`config.mk`:
```
export PLATFORM = sky130hd
export DESIGN_NAME = pli_alu
export DESIGN_NICKNAME = d
export VERILOG_FILES = /design/src/rtl/core/pli_pkg.sv /design/src/rtl/core/pli_alu.sv
export SDC_FILE = /design/constraint.sdc
export NUM_CORES = 1
export LEC_CHECK = 0
export ABC_CLOCK_PERIOD_IN_PS = 3750
export BUFFER_PORTS_ARGS = -buffer_cell sky130_fd_sc_hd__clkbuf_2
export CAP_MARGIN = 20
export CORE_UTILIZATION = 46
export DETAILED_ROUTE_END_ITERATION = 6
export PLACE_DENSITY = 0.82
export SLEW_MARGIN = 20
export SYNTH_ARGS = -nofsm -noshare
export SYNTH_HDL_FRONTEND = slang
export SYNTH_SLANG_ARGS = --single-unit
```
`constraint.sdc`:
```
create_clock -name vclk -period 3.75
set_clock_uncertainty 0.05 [all_clocks]
set_input_delay 0.1875 -clock vclk [all_inputs]
set_output_delay 0.1875 -clock vclk [all_outputs]
set_load 0.1 [all_outputs]
```
`src/rtl/core/pli_pkg.sv`:
```
package pli_pkg;

    // value format: signed fixed point, 16 fraction bits
    localparam int VW      = 48;          // value width
    localparam int MW      = VW + 1;      // magnitude of a difference
    localparam int AW      = VW + 3;      // shared adder width
    localparam int CNT_W   = $clog2(MW);  // step counter for mul / div
    localparam int IDX_W   = 6;
    localparam int CFG_W   = 7;
    localparam int PADDR_W = 3;
    localparam int PDATA_W = 32;

    localparam logic OP_LOAD = 1'b0;
    localparam logic OP_EVAL = 1'b1;

    localparam logic [1:0] RANGE_IN    = 2'd0;
    localparam logic [1:0] RANGE_BELOW = 2'd1;
    localparam logic [1:0] RANGE_ABOVE = 2'd2;

    // register index is paddr[2] (word address)
    localparam logic REG_POINT_COUNT = 1'b0;
    localparam logic [CFG_W-1:0] POINT_COUNT_RST = 7'd64;

    localparam logic [VW-1:0] V_MAX = {1'b0, {(VW-1){1'b1}}};
    localparam logic [VW-1:0] V_MIN = {1'b1, {(VW-1){1'b0}}};

    typedef struct packed {
        logic                 op;
        logic [IDX_W-1:0]     point_index;
        logic signed [VW-1:0] x_value;
        logic signed [VW-1:0] y_value;
    } t_in_item;

    typedef struct packed {
        logic signed [VW-1:0] y_result;
        logic [1:0]           range_flag;
        logic                 zero_width;
    } t_out_item;

    typedef struct packed {
        logic [AW-1:0] sum;
        logic          neg;
    } t_alu_res;

    function automatic logic [AW-1:0] sext_v(input logic [VW-1:0] v);
        return {{(AW-VW){v[VW-1]}}, v};
    endfunction

    function automatic logic [AW-1:0] zext_m(input logic [MW-1:0] v);
        return {{(AW-MW){1'b0}}, v};
    endfunction

endpackage

```
`src/rtl/core/pli_alu.sv`:
```
module pli_alu
    import pli_pkg::*;
    (
    input  logic [AW-1:0] i_a,
    input  logic [AW-1:0] i_b,
    input  logic          i_sub,
    output t_alu_res      o_res
    );

    logic [AW-1:0] b_eff;
    logic [AW-1:0] sum;

    assign b_eff = i_sub ? ~i_b : i_b;
    assign sum   = i_a + b_eff + AW'(i_sub);

    assign o_res.sum = sum;
    assign o_res.neg = sum[AW-1];

endmodule

```
==> results of run 1 <==
what timing repair did:
action,4_1_cts,5_1_grt
gates resized for setup,1,12
endpoints found under the setup margin,4,13
hold buffers,0,0
setup buffers,0,2
endpoints found under the hold margin,0,0
pin swaps,0,4
worst paths after layout:
check / from / slack (ns) / endpoint / cells past startpoint
hold / removal: i_a[0] / 0.90 / o_res[1] / 3
setup / recovery: i_b[0] / 0.13 / o_res[35] / 13
metal layers:
| metal | up-vias | share of wire | global-route usage |
|---|---|---|---|
| li1 | 2006 | - | - |
| met3 | 40 | 0.082 | 0.0434 |
| met5 | - | 0 | 0 |
| met2 | 269 | 0.50 | 0.530 |
| met4 | 0 | 0.023 | 0.0864 |
| met1 | 1937 | 0.39 | 0.352 |
tightest hold or removal path, stage by stage:
cell and delay, ns:
clkbuf_2 0.13, xor2_1 0.08, clkbuf_2 0.36
area by class of cell:
class	count	area [µm²]	area share
well taps	96	120	0.0219
multi-input cells	438	3700	0.675
repair buffers	176	1630	0.297
inverters	9	33.8	0.00616
layout by cell type (no fill, tap or decap), types with 12 or more instances in the layout:
master / instances
clkbuf_2: 108
xor2_1: 58
a21oi_1: 53
ha_1: 52
buf_12: 46
nand2_1: 36
a21o_1: 28
nor2_1: 27
o21ai_0: 26
buf_4: 20
nand3_1: 16
xor2_2: 12
logic make-up (layout without fill, tap and decap cells):
family / Yosys count / count (layout) / share of synthesized area
simple gates: 118 / 118 / 0.168
mux: 1 / 1 / 0.00331
fa+ha+maj: 54 / 54 / 0.201
buf+inv: 30 / 185 / 0.0346
compound gates: 165 / 165 / 0.336
xor+xnor: 100 / 100 / 0.257
stage by stage:
stage / setup TNS, ns / util
floorplan: -0.536 / -
global placement: 0 / 0.775
detailed placement: -0.0545 / 0.775
CTS: 0 / 0.775
global route: -0.00402 / 0.786
finish: 0 / 0.786
power by group through the flow:
stage                     logic [µW]  clock network (µW)  registers (µW)
after global placement          3310                   0               0
after floorplan                 2280                   0               0
after detailed placement        3350                   0               0
after global routing            3510                   0               0
final                           3390                   0               0
after CTS                       3360                   0               0
==> results.json, run 1 <==
{
  "fin_cells": 719,
  "hold_class": "in2out",
  "dpl_worst_slack_ns": -0.0208,
  "p_per_area_nw_per_um2": 618,
  "crit_family": "compound AO/OA/AOI/OAI gates",
  "clock_buffer_count": 0,
  "critical_path_class": "in2out",
  "boundaryPins": 155,
  "relSlewSlack": 0.631,
  "n_antenna_cell": 0,
  "area_delta_synth_final_pct": 61.3,
  "grt-ovfl-total": 0,
  "finalHoldViolCount": 0,
  "grt_max_degree": 23,
  "hpwl_um": 9960,
  "antenna_left": 0,
  "drcViolationCount": 0,
  "port_buffers": 155,
  "area.sequential_um2": 0,
  "dp_cells": 717,
  "final_net_count": 782,
  "synthTopCellsByCount": "xor2_1, a21oi_1, ha_1",
  "yosysUniqueCellTypes": 59,
  "pwr-share-clk": 0,
  "via_per_inst": 5.91,
  "firstDrtPassIters": 6,
  "yosys.area.top_type": "ha_1",
  "drv_cap": 0,
  "vdd_drop_max_uv": 509,
  "crit_path_start_kind": "input pin",
  "drt-initial-drc-count": 203,
  "synthesis.area_um2": 3400,
  "cp.arrival_ns": 3.39,
  "ys_seq_area_frac": 0,
  "critPathMaxStageDelay_ns": 0.42,
  "place_congestion": 0.998,
  "yosysTopAreaCellShare": 0.195,
  "finalCriticalPeriod_ns": 3.62,
  "grt_pass1_vias": 4142,
  "p_leak_uw": 0.00269,
  "power.internal_uw": 1180,
  "antenna_found_initial": 0,
  "track_usage": 0.291,
  "setup_violations": 0,
  "tightest_slew_ns": 0.548,
  "routedWlPerCell_um": 15.9,
  "fmax_ghz": 0.276,
  "placed_cell_area_um2": 5410,
  "finalPower_uw": 3390,
  "finalWirelength_um": 11500,
  "grt_first_pass_wirelength_um": 18400,
  "synth_warnings": 0,
  "status": "completed",
  "die_y_um": 88,
  "seqPwrFrac": 0,
  "synth_area_per_cell_um2": 7.27,
  "rows": 30,
  "yosysMostFrequentCell": "xor2_1",
  "vias": 4252,
  "p_comb_frac": 1.000,
  "final.period_utilization": 0.966,
  "path_max_fanout": 3,
  "critPathSlowestCell": "fa_1",
  "layout_setup_ws_ns": 0.126,
  "drive_gt1_frac": 0.384,
  "seq_cell_count": 0,
  "crit_chain": "clkbuf_2, mux2_2, fa_1, a21o_1, a221oi_4, o211ai_4, and3_4, a31oi_2, or3b_4, nand2_1, a21oi_1, xnor2_4, buf_12",
  "die_w_um": 88,
  "endpoint_kind": "output pin",
  "syn_nets": 625,
  "hold_ws_ns": 0.903,
  "fill_cells": 476,
  "synthTopCellsByArea": "ha_1, xor2_1, a21oi_1, xnor2_1, a21o_1",
  "start_util": 0.487,
  "final_area_um2": 5490,
  "cp.buffers_inverters": 2,
  "synthCells": 468,
  "die-area_um2": 7740,
  "core_um2": 6980,
  "p_switching_uw": 2210,
  "required_ns": 3.51,
  "swShare": 0.653,
  "drv_slew": 0
}
(Power assumes the default switching activity.)
==> run 2: changes to the inputs <==
--- a/config.mk
+++ b/config.mk
@@ -10,6 +10,7 @@
 export CAP_MARGIN = 20
 export CORE_UTILIZATION = 46
 export DETAILED_ROUTE_END_ITERATION = 6
+export MAX_ROUTING_LAYER = met4
 export PLACE_DENSITY = 0.82
 export SLEW_MARGIN = 20
 export SYNTH_ARGS = -nofsm -noshare
==> results.json, run 2 (synthesized netlist as in run 1, its figures left out) <==
{
  "status": "completed",
  "grt-ovfl-total": 0,
  "critPathSlowestCell": "a21oi_1",
  "rsz0062_at_grt": "true",
  "grt_first_pass_wirelength_um": 18400,
  "final_common_cell": "clkbuf_2",
  "endpoint_kind": "output pin",
  "p_per_area_nw_per_um2": 618,
  "relSlewSlack": 0.636,
  "port_buffers": 155,
  "antenna_found_initial": 0,
  "antenna_left": 0,
  "drt-initial-drc-count": 235,
  "hpwl_um": 10000,
  "grt_pass1_vias": 4105,
  "hold_class": "in2out",
  "path_max_fanout": 13,
  "required_ns": 3.51,
  "die-area_um2": 7740,
  "crit_path_start_kind": "input pin",
  "p_switching_uw": 2210,
  "n_antenna_cell": 0,
  "clock_buffer_count": 0,
  "finalCriticalPeriod_ns": 3.62,
  "drcViolationCount": 0,
  "vdd_drop_max_uv": 457,
  "via_per_inst": 5.89,
  "final_net_count": 781,
  "setup_violations": 0,
  "final.period_utilization": 0.964,
  "grt_max_degree": 23,
  "area.sequential_um2": 0,
  "drv_slew": 0,
  "fmax_ghz": 0.277,
  "die_y_um": 88,
  "power.internal_uw": 1170,
  "critical_path_class": "in2out",
  "seq_cell_count": 0,
  "swShare": 0.654,
  "p_leak_uw": 0.00269,
  "cp-endpoint": "o_res[35]",
  "vias": 4228,
  "place_congestion": 1.02,
  "firstDrtPassIters": 4,
  "track_usage": 0.300,
  "startpoint": "i_sub",
  "die_w_um": 88,
  "routedWlPerCell_um": 16.0,
  "setup_tns_ns": 0,
  "rows": 30,
  "finalWirelength_um": 11500,
  "drv_cap": 0,
  "area_delta_synth_final_pct": 61.0,
  "boundaryPins": 155,
  "pwr-share-clk": 0,
  "cp.arrival_ns": 3.38,
  "crit_chain": "clkbuf_4, buf_6, xor2_1, ha_1, a21o_1, a221oi_4, o211ai_4, and3_4, a31oi_2, or3b_4, nand2_1, a21oi_1, xnor2_4, buf_12",
  "final_cell_mix": "clkbuf_2, xor2_1, a21oi_1, ha_1, buf_12",
  "finalHoldViolCount": 0,
  "start_util": 0.487,
  "drive_gt1_frac": 0.379,
  "hold_ws_ns": 0.905,
  "core_um2": 6980,
  "p_comb_frac": 1.000,
  "tightest_slew_ns": 0.541,
  "seqPwrFrac": 0,
  "critPathMaxStageDelay_ns": 0.37
}
-- run 2: cell count changes in the layout (fill, tap and decap cells not counted), sizes merged --
cell and delta:
buf -1
-- run 2: layout make-up --
cell class	instances	area, µm²
well taps	96	120
multi-input cells	438	3700
repair buffers	175	1630
fillers	458	1500
inverters	9	33.8
-- run 2: stage by stage --
| stage | total power [µW] | worst slack, ns | area, µm² | std cells | utilization |
|---|---|---|---|---|---|
| 2_1_floorplan | 2280 | -0.250 | 3780 | 468 | - |
| 3_3_place_gp | 3310 | 0.123 | 5410 | 717 | 0.775 |
| 3_5_place_dp | 3350 | -0.0479 | 5410 | 717 | 0.775 |
| 4_1_cts | 3360 | 0.0636 | 5410 | 717 | 0.775 |
| 5_1_grt | 3510 | 0.00176 | 5480 | 718 | 0.785 |
| 6_report | 3390 | 0.133 | 5480 | 718 | 0.785 |
-- run 2: what timing repair did --
action                     CTS  global route
pin swaps                    0             1
setup endpoints to repair    4            10
cloned                       0             0
gates resized for setup      2             9
setup buffers                0             1
hold buffers                 0             0
-- run 2: how the worst min path moves through the flow --
stage / cells after the start / endpoint / slack (ns) / startpoint
floorplan: 1 / o_res[1] / 0.77 / i_b[0]
global placement: 3 / o_res[1] / 0.88 / i_a[0]
detailed placement: 4 / o_res[48] / 0.90 / i_a[47]
CTS: 3 / o_res[1] / 0.90 / i_a[0]
global route: 3 / o_res[1] / 0.93 / i_a[0]
finish: 3 / o_res[1] / 0.90 / i_a[0]
-- run 2: worst max-delay path: cells and delay by family --
kind / cells / cell delay, ns
and+or+nand+nor: 3 / 0.56
xor gates and xnor gates: 2 / 0.37
AOI/OAI and AO/OA: 5 / 1.34
buffers and inverters: 3 / 0.62
adders and majority gates: 1 / 0.30
-- run 2: routing by layer --
layer	wire length, µm	vias up	GRT usage
met4	271	0	0.0715
li1	-	2006	-
met1	4570	1947	0.362
met3	865	34	0.0283
met5	0	-	-
met2	5800	241	0.536
-- run 2: power by group through the flow --
stage | logic [µW] | registers (µW) | clock network (µW)
6_report | 3390 | 0 | 0
5_1_grt | 3510 | 0 | 0
4_1_cts | 3360 | 0 | 0
3_5_place_dp | 3350 | 0 | 0
3_3_place_gp | 3310 | 0 | 0
2_1_floorplan | 2280 | 0 | 0
